**src/design/sre_pkg.sv**
```systemverilog
// Shared types, character codes and helpers for the string repr escape encoder.
// No dependencies; every design file imports this package.
package sre_pkg;

  // Request payloads on the two external channels
  typedef struct packed {
    logic [7:0] data_byte;
    logic       byte_valid;
    logic       last_byte;
  } in_t;

  typedef struct packed {
    logic [7:0] out_char;
    logic       run_last;
    logic       string_end;
  } out_t;

  // Width of a decoded code point (four-byte sequence carries 3 + 3 * 6 bits)
  localparam int unsigned CpW = 21;

  // Bytes under decode in the front: up to three held plus the new one
  localparam int unsigned BufDepth = 4;

  // Token kinds passed from the front to the back
  typedef enum logic [1:0] {
    TK_CHAR,  // one literal character
    TK_ESC,   // backslash then ch
    TK_HEX    // backslash, prefix ch, then 2, 4 or 8 hex digits of cp
  } tok_kind_e;

  typedef struct packed {
    tok_kind_e        kind;
    logic [7:0]       ch;
    logic [CpW-1:0]   cp;
    logic             last;   // final token caused by the request
    logic             send;   // closing quote
  } tok_t;

  // Character codes
  localparam logic [7:0] CH_QUOTE  = 8'h27;
  localparam logic [7:0] CH_BSLASH = 8'h5c;
  localparam logic [7:0] CH_LF     = 8'h0a;
  localparam logic [7:0] CH_CR     = 8'h0d;
  localparam logic [7:0] CH_TAB    = 8'h09;
  localparam logic [7:0] CH_SPACE  = 8'h20;
  localparam logic [7:0] CH_DEL    = 8'h7f;
  localparam logic [7:0] CH_N      = 8'h6e;
  localparam logic [7:0] CH_R      = 8'h72;
  localparam logic [7:0] CH_T      = 8'h74;
  localparam logic [7:0] CH_X      = 8'h78;
  localparam logic [7:0] CH_LU     = 8'h75;
  localparam logic [7:0] CH_UU     = 8'h55;

  // Token queue between front and back
  localparam int unsigned QDepth = 4;
  localparam int unsigned QAw    = 2;
  localparam int unsigned QCw    = 3;

  // Lowercase hex digit
  function automatic logic [7:0] hex_char(input logic [3:0] v);
    logic [7:0] r;
    if (v < 4'd10) r = 8'h30 + {4'b0000, v};
    else           r = 8'h57 + {4'b0000, v};
    return r;
  endfunction

endpackage

```
**src/design/string_repr_escape_encoder.sv**
```systemverilog
// String repr / ascii() escape encoder, top level. Depends on sre_pkg, sre_front,
// sre_queue and sre_back.
// Throughput: one output character per cycle while the receiver is ready; the front
// takes a new request only after it has handed on every token of the last one.
// Reset (rst_ni low, asynchronous): no open string, nothing held, plain mode.
module string_repr_escape_encoder import sre_pkg::*; (
  input  logic clk_i,
  input  logic rst_ni,
  input  logic cfg_we_i,
  input  logic cfg_wdata_i,
  input  logic in_valid_i,
  output logic in_ready_o,
  input  in_t  in_data_i,
  output logic out_valid_o,
  input  logic out_ready_i,
  output out_t out_data_o
);

  logic ascii_mode_q;
  logic ft_valid, ft_ready, qb_valid, qb_ready;
  tok_t ft_tok, qb_tok;

  always_ff @(posedge clk_i or negedge rst_ni) begin
    if (!rst_ni) begin
      ascii_mode_q <= 1'b0;
    end else if (cfg_we_i) begin
      ascii_mode_q <= cfg_wdata_i;
    end
  end

  sre_front u_front (
    .clk_i        (clk_i),
    .rst_ni       (rst_ni),
    .ascii_mode_i (ascii_mode_q),
    .in_valid_i   (in_valid_i),
    .in_ready_o   (in_ready_o),
    .in_data_i    (in_data_i),
    .tok_valid_o  (ft_valid),
    .tok_ready_i  (ft_ready),
    .tok_o        (ft_tok)
  );

  sre_queue u_queue (
    .clk_i       (clk_i),
    .rst_ni      (rst_ni),
    .in_valid_i  (ft_valid),
    .in_ready_o  (ft_ready),
    .in_tok_i    (ft_tok),
    .out_valid_o (qb_valid),
    .out_ready_i (qb_ready),
    .out_tok_o   (qb_tok)
  );

  sre_back u_back (
    .clk_i       (clk_i),
    .rst_ni      (rst_ni),
    .tok_valid_i (qb_valid),
    .tok_ready_o (qb_ready),
    .tok_i       (qb_tok),
    .out_valid_o (out_valid_o),
    .out_ready_i (out_ready_i),
    .out_data_o  (out_data_o)
  );

endmodule

```
**src/design/sre_queue.sv**
```systemverilog
// Short token queue that decouples the front (classify) from the back (serialise).
// Depends on sre_pkg.
module sre_queue import sre_pkg::*; (
  input  logic clk_i,
  input  logic rst_ni,
  input  logic in_valid_i,
  output logic in_ready_o,
  input  tok_t in_tok_i,
  output logic out_valid_o,
  input  logic out_ready_i,
  output tok_t out_tok_o
);

  tok_t             mem_q [QDepth];
  logic [QAw-1:0]   wr_q, rd_q;
  logic [QCw-1:0]   cnt_q;
  logic             push, pop;

  assign in_ready_o  = (cnt_q != QCw'(QDepth));
  assign out_valid_o = (cnt_q != '0);
  assign out_tok_o   = mem_q[rd_q];
  assign push        = in_valid_i & in_ready_o;
  assign pop         = out_valid_o & out_ready_i;

  always_ff @(posedge clk_i) begin
    if (push) begin
      mem_q[wr_q] <= in_tok_i;
    end
  end

  always_ff @(posedge clk_i or negedge rst_ni) begin
    if (!rst_ni) begin
      wr_q  <= '0;
      rd_q  <= '0;
      cnt_q <= '0;
    end else begin
      if (push) wr_q <= wr_q + QAw'(1);
      if (pop)  rd_q <= rd_q + QAw'(1);
      case ({push, pop})
        2'b10:   cnt_q <= cnt_q + QCw'(1);
        2'b01:   cnt_q <= cnt_q - QCw'(1);
        default: cnt_q <= cnt_q;
      endcase
    end
  end

endmodule

```
**src/design/sre_front.sv**
```systemverilog
// Front end: takes input requests, holds an open UTF-8 sequence and classifies
// bytes into escape tokens, one per cycle while the queue has room. Depends on sre_pkg.
module sre_front import sre_pkg::*; (
  input  logic clk_i,
  input  logic rst_ni,
  input  logic ascii_mode_i,
  input  logic in_valid_i,
  output logic in_ready_o,
  input  in_t  in_data_i,
  output logic tok_valid_o,
  input  logic tok_ready_i,
  output tok_t tok_o
);

  typedef enum logic [2:0] {
    F_IDLE,
    F_OPEN,
    F_SCAN,
    F_CLOSE,
    F_FIN
  } state_e;

  state_e      state_q, state_d;
  logic [7:0]  b_q [BufDepth];
  logic [7:0]  b_d [BufDepth];
  logic [2:0]  cnt_q, cnt_d;
  logic        last_q, last_d;
  logic        in_str_q, in_str_d;
  logic        stg_vld_q, stg_vld_d;
  tok_t        stg_q, stg_d;

  logic [7:0]     c;
  logic [2:0]     seq_len;
  logic [2:0]     cons;
  logic           bad, hold;
  logic [CpW-1:0] cp;
  tok_t           tok_new, quote_tok, push_tok;
  logic           can_step, push;

  assign c = b_q[0];

  // Classify the byte at the head of the buffer
  always_comb begin
    tok_new = '{kind: TK_CHAR, ch: c, cp: '0, last: 1'b0, send: 1'b0};
    cons    = 3'd1;
    hold    = 1'b0;
    bad     = 1'b0;
    seq_len = 3'd1;
    cp      = '0;

    if      (c[7:5] == 3'b110)   seq_len = 3'd2;
    else if (c[7:4] == 4'b1110)  seq_len = 3'd3;
    else if (c[7:3] == 5'b11110) seq_len = 3'd4;

    for (int k = 1; k < BufDepth; k++) begin
      if (3'(k) < seq_len && 3'(k) < cnt_q && b_q[k][7:6] != 2'b10) bad = 1'b1;
    end

    case (seq_len)
      3'd2:    cp = {10'b0, c[4:0], b_q[1][5:0]};
      3'd3:    cp = {5'b0, c[3:0], b_q[1][5:0], b_q[2][5:0]};
      3'd4:    cp = {c[2:0], b_q[1][5:0], b_q[2][5:0], b_q[3][5:0]};
      default: cp = '0;
    endcase

    if (!ascii_mode_i || !c[7]) begin
      case (c)
        CH_BSLASH: begin tok_new.kind = TK_ESC; tok_new.ch = CH_BSLASH; end
        CH_QUOTE:  begin tok_new.kind = TK_ESC; tok_new.ch = CH_QUOTE;  end
        CH_LF:     begin tok_new.kind = TK_ESC; tok_new.ch = CH_N;      end
        CH_CR:     begin tok_new.kind = TK_ESC; tok_new.ch = CH_R;      end
        CH_TAB:    begin tok_new.kind = TK_ESC; tok_new.ch = CH_T;      end
        default: begin
          if (ascii_mode_i && (c < CH_SPACE || c == CH_DEL)) begin
            tok_new.kind = TK_HEX;
            tok_new.ch   = CH_X;
            tok_new.cp   = {13'b0, c};
          end
        end
      endcase
    end else if (seq_len != 3'd1 && !bad && cnt_q >= seq_len) begin
      tok_new.kind = TK_HEX;
      tok_new.cp   = cp;
      if      (cp <= CpW'(16'hff))   tok_new.ch = CH_X;
      else if (cp <= CpW'(16'hffff)) tok_new.ch = CH_LU;
      else                           tok_new.ch = CH_UU;
      cons = seq_len;
    end else if (seq_len != 3'd1 && !bad && !last_q) begin
      // sequence still open: keep the bytes for the next request
      hold = 1'b1;
    end else begin
      tok_new.kind = TK_HEX;
      tok_new.ch   = CH_X;
      tok_new.cp   = {13'b0, c};
    end
  end

  assign quote_tok  = '{kind: TK_CHAR, ch: CH_QUOTE, cp: '0, last: 1'b0, send: 1'b0};
  assign can_step   = !stg_vld_q || tok_ready_i;
  assign in_ready_o = (state_q == F_IDLE);

  // The newest token waits in the staging register until the next one shows
  // whether it closes the request.
  always_comb begin
    state_d   = state_q;
    cnt_d     = cnt_q;
    last_d    = last_q;
    in_str_d  = in_str_q;
    stg_vld_d = stg_vld_q;
    stg_d     = stg_q;
    b_d       = b_q;
    push      = 1'b0;
    push_tok  = stg_q;

    case (state_q)
      F_IDLE: begin
        if (in_valid_i) begin
          if (in_data_i.byte_valid) b_d[cnt_q[1:0]] = in_data_i.data_byte;
          cnt_d    = cnt_q + {2'b00, in_data_i.byte_valid};
          last_d   = in_data_i.last_byte;
          in_str_d = !in_data_i.last_byte;
          state_d  = in_str_q ? F_SCAN : F_OPEN;
        end
      end
      F_OPEN: begin
        if (can_step) begin
          push      = stg_vld_q;
          stg_d     = quote_tok;
          stg_vld_d = 1'b1;
          state_d   = F_SCAN;
        end
      end
      F_SCAN: begin
        if (cnt_q == 3'd0) begin
          state_d = last_q ? F_CLOSE : F_FIN;
        end else if (hold) begin
          state_d = F_FIN;
        end else if (can_step) begin
          push      = stg_vld_q;
          stg_d     = tok_new;
          stg_vld_d = 1'b1;
          cnt_d     = cnt_q - cons;
          case (cons)
            3'd2: begin
              for (int i = 0; i < BufDepth - 2; i++) b_d[i] = b_q[i + 2];
            end
            3'd3: b_d[0] = b_q[3];
            3'd4: b_d = b_q;
            default: begin
              for (int i = 0; i < BufDepth - 1; i++) b_d[i] = b_q[i + 1];
            end
          endcase
        end
      end
      F_CLOSE: begin
        if (can_step) begin
          push       = stg_vld_q;
          stg_d      = quote_tok;
          stg_d.send = 1'b1;
          stg_vld_d  = 1'b1;
          state_d    = F_FIN;
        end
      end
      F_FIN: begin
        push_tok.last = 1'b1;
        if (!stg_vld_q) begin
          state_d = F_IDLE;
        end else begin
          push = 1'b1;
          if (tok_ready_i) begin
            stg_vld_d = 1'b0;
            state_d   = F_IDLE;
          end
        end
      end
      default: state_d = F_IDLE;
    endcase
  end

  assign tok_valid_o = push;
  assign tok_o       = push_tok;

  always_ff @(posedge clk_i) begin
    b_q   <= b_d;
    stg_q <= stg_d;
  end

  always_ff @(posedge clk_i or negedge rst_ni) begin
    if (!rst_ni) begin
      state_q   <= F_IDLE;
      cnt_q     <= '0;
      last_q    <= 1'b0;
      in_str_q  <= 1'b0;
      stg_vld_q <= 1'b0;
    end else begin
      state_q   <= state_d;
      cnt_q     <= cnt_d;
      last_q    <= last_d;
      in_str_q  <= in_str_d;
      stg_vld_q <= stg_vld_d;
    end
  end

  // Between requests at most three bytes of an open sequence are held
  a_idle_cnt: assert property (@(posedge clk_i) disable iff (!rst_ni)
    (state_q == F_IDLE) |-> (cnt_q <= 3'd3))
    else $error("front: more than three held bytes between requests");

  // No string open means nothing held
  a_closed_empty: assert property (@(posedge clk_i) disable iff (!rst_ni)
    (state_q == F_IDLE && !in_str_q) |-> (cnt_q == 3'd0))
    else $error("front: bytes held with no open string");

  // A token is only handed on when the queue can take it, except the final one
  a_push_space: assert property (@(posedge clk_i) disable iff (!rst_ni)
    (push && state_q != F_FIN) |-> tok_ready_i)
    else $error("front: staged token overwritten while queue full");

endmodule

```
**src/design/sre_back.sv**
```systemverilog
// Back end: expands escape tokens into output characters, one per cycle while the
// receiver is ready, behind an output register. Depends on sre_pkg.
module sre_back import sre_pkg::*; (
  input  logic clk_i,
  input  logic rst_ni,
  input  logic tok_valid_i,
  output logic tok_ready_o,
  input  tok_t tok_i,
  output logic out_valid_o,
  input  logic out_ready_i,
  output out_t out_data_o
);

  tok_t        cur_q;
  logic        cur_vld_q;
  logic [3:0]  idx_q;
  out_t        out_q;
  logic        out_vld_q;

  logic [3:0]  ndig, tlen, nib_sel;
  logic [31:0] cp32;
  logic [3:0]  nibble;
  logic [7:0]  ch_out;
  logic        fin, adv, pop;

  always_comb begin
    case (cur_q.ch)
      CH_UU:   ndig = 4'd8;
      CH_LU:   ndig = 4'd4;
      default: ndig = 4'd2;
    endcase
    case (cur_q.kind)
      TK_ESC:  tlen = 4'd2;
      TK_HEX:  tlen = 4'd2 + ndig;
      default: tlen = 4'd1;
    endcase
  end

  // Digits go out most significant first
  assign nib_sel = ndig + 4'd1 - idx_q;
  assign cp32    = {{(32 - CpW){1'b0}}, cur_q.cp};
  assign nibble  = cp32[{nib_sel[2:0], 2'b00} +: 4];

  always_comb begin
    if (cur_q.kind == TK_CHAR)  ch_out = cur_q.ch;
    else if (idx_q == 4'd0)     ch_out = CH_BSLASH;
    else if (idx_q == 4'd1)     ch_out = cur_q.ch;
    else                        ch_out = hex_char(nibble);
  end

  assign fin         = (idx_q == tlen - 4'd1);
  assign adv         = cur_vld_q && (!out_vld_q || out_ready_i);
  assign pop         = tok_valid_i && tok_ready_o;
  assign tok_ready_o = !cur_vld_q || (adv && fin);

  always_ff @(posedge clk_i) begin
    if (pop) cur_q <= tok_i;
    if (adv) begin
      out_q.out_char   <= ch_out;
      out_q.run_last   <= cur_q.last && fin;
      out_q.string_end <= cur_q.send && fin;
    end
  end

  always_ff @(posedge clk_i or negedge rst_ni) begin
    if (!rst_ni) begin
      cur_vld_q <= 1'b0;
      idx_q     <= '0;
      out_vld_q <= 1'b0;
    end else begin
      if (pop) begin
        cur_vld_q <= 1'b1;
        idx_q     <= '0;
      end else if (adv && fin) begin
        cur_vld_q <= 1'b0;
      end else if (adv) begin
        idx_q <= idx_q + 4'd1;
      end
      if (adv)              out_vld_q <= 1'b1;
      else if (out_ready_i) out_vld_q <= 1'b0;
    end
  end

  assign out_valid_o = out_vld_q;
  assign out_data_o  = out_q;

  a_idx_range: assert property (@(posedge clk_i) disable iff (!rst_ni)
    cur_vld_q |-> (idx_q < tlen))
    else $error("back: character index past end of token");

  a_end_quote: assert property (@(posedge clk_i) disable iff (!rst_ni)
    (out_vld_q && out_q.string_end) |-> (out_q.run_last && out_q.out_char == CH_QUOTE))
    else $error("back: string end not on a final closing quote");

endmodule

```
**config.mk**
```make
export PLATFORM = sky130hd
export DESIGN_NAME = string_repr_escape_encoder
export DESIGN_NICKNAME = d
export VERILOG_FILES = /design/src/design/sre_pkg.sv /design/src/design/string_repr_escape_encoder.sv /design/src/design/sre_queue.sv /design/src/design/sre_front.sv /design/src/design/sre_back.sv
export SDC_FILE = /design/constraint.sdc
export NUM_CORES = 1
export LEC_CHECK = 0
export BUFFER_PORTS_ARGS = -buffer_cell sky130_fd_sc_hd__buf_2
export CORE_MARGIN = 2
export CORE_UTILIZATION = 45
export DETAILED_ROUTE_END_ITERATION = 10
export GPL_TIMING_DRIVEN = 0
export PLACE_DENSITY_LB_ADDON = 0.1
export SYNTH_ARGS = -nofsm -noshare
export SYNTH_HDL_FRONTEND = slang
export SYNTH_SLANG_ARGS = --single-unit
```
**constraint.sdc**
```tcl
create_clock -name clk_i -period 10.7 [get_ports clk_i]
set_input_delay 0.535 -clock clk_i [delete_from_list [all_inputs] [get_ports clk_i]]
set_output_delay 0.535 -clock clk_i [all_outputs]
set_load 0.005 [all_outputs]
```
==> flow_summary_export.csv <==
group,metric,value,unit
sta,slew_headroom,0.217,
status,status,"finished, final reports clean",
synth,syn_inst,812,
sta,period_minus_slack,5.06,ns
synth,ys_warn_count,0,
clock_tree,cts_tree,"built",
critical_path,path_class,"reg2reg",
sta,setup_slack,5.64,ns
synth,synthFlopType,"edfxtp_1",
clock_tree,path_clk_slew,0.06,ns
synth,ys_types,95,
grt,grt_first_pass_wirelength,40800,um
drt,first_iter_violations,593,
floorplanning,die_w,168,um
clock_tree,cts-root-buf,"clkbuf_16",
synth,synthesis.nets,848,
cells_and_area,nets,913,
drt,drcViolationCount,0,
power,leakagePower,4.84,nW
synth,ys_ff_latch,262,
cells_and_area,layout_commonest_cell,"edfxtp_1",
power,switching_share,0.318,
cells_and_area,layout_common_cells,"edfxtp_1, nand2_1, nor2_1",
power,p_switching,1.20,mW
sta,fin_setup_tns,0,ns
floorplanning,rows,60,
synth,yosysSeqAreaShare,0.640,
power,ir_drop,0.000132,V
placement,numPortBuffers,27,
placement,gp_congestion,0.934,
synth,synth_top_area_share,0.592,
clock_tree,cts_setup_buffers,0,
critical_path,crit_path_end_kind,"flop",
job,max-cap-violations,0,
sta,fin_skew,0.0136,ns
power,powerDensity,274,nW/um^2
synth,synth_top_area_cell,"edfxtp_1",
floorplanning,dieArea,28300,um^2
clock_tree,htreeDepth,1,
floorplanning,ios,28,
synth,syn-cell-area,12100,um^2
critical_path,crit_arrival,5.48,ns
drt,num_vias,7182,
power,p_int,2.58,mW
cells_and_area,fillers,2264,
worst_hold_path,min_path_type,"in2async",
synth,synth.area.top_cells,"edfxtp_1, mux4_2, dfrtp_1, ha_1, nand2_1",
drt,drt_first_pass_iters,5,
clock_tree,clock-sinks,262,
drt,antenna_left,0,
synth,async_flop_share,0.0878,
synth,synth_edf_count,239,
grt,grt_max_degree,35,
power,p_clk_frac,0.270,
grt,grtUsageTotal,0.184,
critical_path,crit_fanout,10,
clock_tree,holdBufCountCts,0,
clock_tree,cts_resized,0,
drt,vias_per_cell,5.80,
sta,hold_violations,0,
cells_and_area,multiInputGateArea,3960,um^2
grt,antenna_found_initial,0,
grt,grt_overflow,0,
sta,setup_viol,0,
cells_and_area,fin_cells,1239,
drt,routed_wl,25500,um
sta,fin_hold_ws,0.00633,ns
cells_and_area,regArea,7750,um^2
critical_path,start_kind,"flop",
power,seq_power_share,0.436,
floorplanning,die_y,168,um
clock_tree,cts_buffers,27,
clock_tree,clk_path_buf_depth,3,
placement,post-place-ws,5.71,ns
clock_tree,clock_latency,0.53,ns
sta,finalCritPeriodShare,0.473,
floorplanning,core_area,26700,um^2
placement,place_inst,1188,
cells_and_area,area.growth.synth_to_final,13.9,%
sta,worst_pin_slew,1.17,ns
synth,syn_area_per_cell,14.9,um^2
power,comb_power_share,0.294,
sta,grt_setup_unrepaired,"false",
floorplanning,start_util,0.453,
cells_and_area,drive_gt1_frac,0.208,
grt,grt_pass1_vias,7406,
placement,dp_hpwl,18000,um
critical_path,worst_ep_required_time,11.11,ns
drt,drt-wirelength-per-cell,20.6,um
sta,fmax,197,MHz
sta,slew_viol_final,0,
cells_and_area,diodes,0,
==> path summary, 6_finish.rpt <==
path,startpoint,slack [ns],end,cells past startpoint
max,u_front.c[7],5.64,u_front.cnt_q[2],19
min,rst_ni,0.006,u_back.idx_q[1],1
max reg2reg,u_front.c[7],5.64,u_front.cnt_q[2],19
min reg2reg,u_front.tok_o[7],0.50,u_queue.mem_q[2][7],0
max in group asynchronous,rst_ni,10.29,u_front.state_q[1],1
min in group clk_i,in_data_i[0],0.20,u_front.in_str_q,2
==> logic make-up (layout without fill, tap and decap cells) <==
family	count (synthesis)	count (layout)	synth area share
adders and majority gates	20	20	0.0219
muxes	58	58	0.0858
DFF	262	262	0.640
buffers and inverters	73	159	0.0346
and+or+nand+nor	235	235	0.105
AOI/OAI and AO/OA	153	153	0.105
xor gates and xnor gates	11	11	0.00795
==> state kept, by name, summed over array words and instances, names as in the netlist, 2 cells and up <==
| signal | flops |
|---|---|
| u_front.cnt_q | 3 |
| u_queue.rd_q | 2 |
| u_front.b_q | 24 |
| u_front.state_q | 3 |
| u_back.out_data_o | 10 |
| u_back.idx_q | 4 |
| u_queue.cnt_q | 3 |
| u_queue.wr_q | 2 |
| u_front.tok_o | 32 |
| u_queue.mem_q | 132 |
| u_back.cp32 | 21 |
| u_front.c | 8 |
| u_back.cur_q | 12 |
==> Yosys cell counts (7+ instances only) <==
master	n
a222oi_1	8
and2_1	15
a221o_1	9
a31oi_1	9
a22o_1	9
nor2_1	46
nand2b_1	11
and3_1	11
clkbuf_8	10
clkbuf_1	21
nor2b_1	7
mux4_2	36
buf_2	9
dfrtp_1	23
xnor2_1	8
nand3_1	23
a22oi_1	7
o21ai_0	23
inv_1	24
mux2i_1	15
nor3_1	17
a21oi_1	19
nand2_1	52
ha_1	18
edfxtp_1	239
==> through the flow <==
stage,cell area [um^2],total power [mW],util
floorplan,12100,2.42,-
global route,13800,3.99,0.517
detailed placement,12800,2.78,0.479
finish,13800,3.78,0.517
global placement,12700,2.72,0.474
CTS,13800,3.82,0.516
==> area by class of cell <==
type	count	share of cell area
timing repair buffer	36	0.0189
clock buffer	27	0.0489
clock inverter	23	0.0224
inverter	25	0.00680
tap	341	0.0309
multi-input combinational	477	0.287
sequential	262	0.562
buffer	48	0.0236
==> power groups by stage <==
stage,clock network (mW),registers (mW),logic (mW)
3_5_place_dp,0,1.67,1.11
5_1_grt,1.09,1.68,1.22
6_report,1.02,1.65,1.11
3_3_place_gp,0,1.67,1.05
4_1_cts,1.05,1.65,1.12
2_1_floorplan,0,1.62,0.806
==> metal layers <==
layer	global-route usage	up-vias	part of all wire
met5	0	-	0
met4	0.0465	0	0.021
met3	0.0252	42	0.041
met2	0.333	200	0.52
met1	0.233	3592	0.42
li1	-	3348	-
==> critical path: stages (launching register included) <==
cell and delay (ns):
edfxtp_1 0.38, clkbuf_8 0.18, nand2_2 0.19, or3_1 0.14
clkbuf_1 0.28, clkinv_1 0.40, nor2_1 0.27, ha_1 0.25
nand2b_1 0.15, a211oi_2 0.44, and4bb_2 0.30, buf_4 0.18
nand2_1 0.30, o22a_1 0.19, ha_1 0.14, inv_1 0.05
fa_1 0.44, a221o_1 0.28, a31o_2 0.25, xnor2_1 0.11
Power figures use the tool's default switching activity.
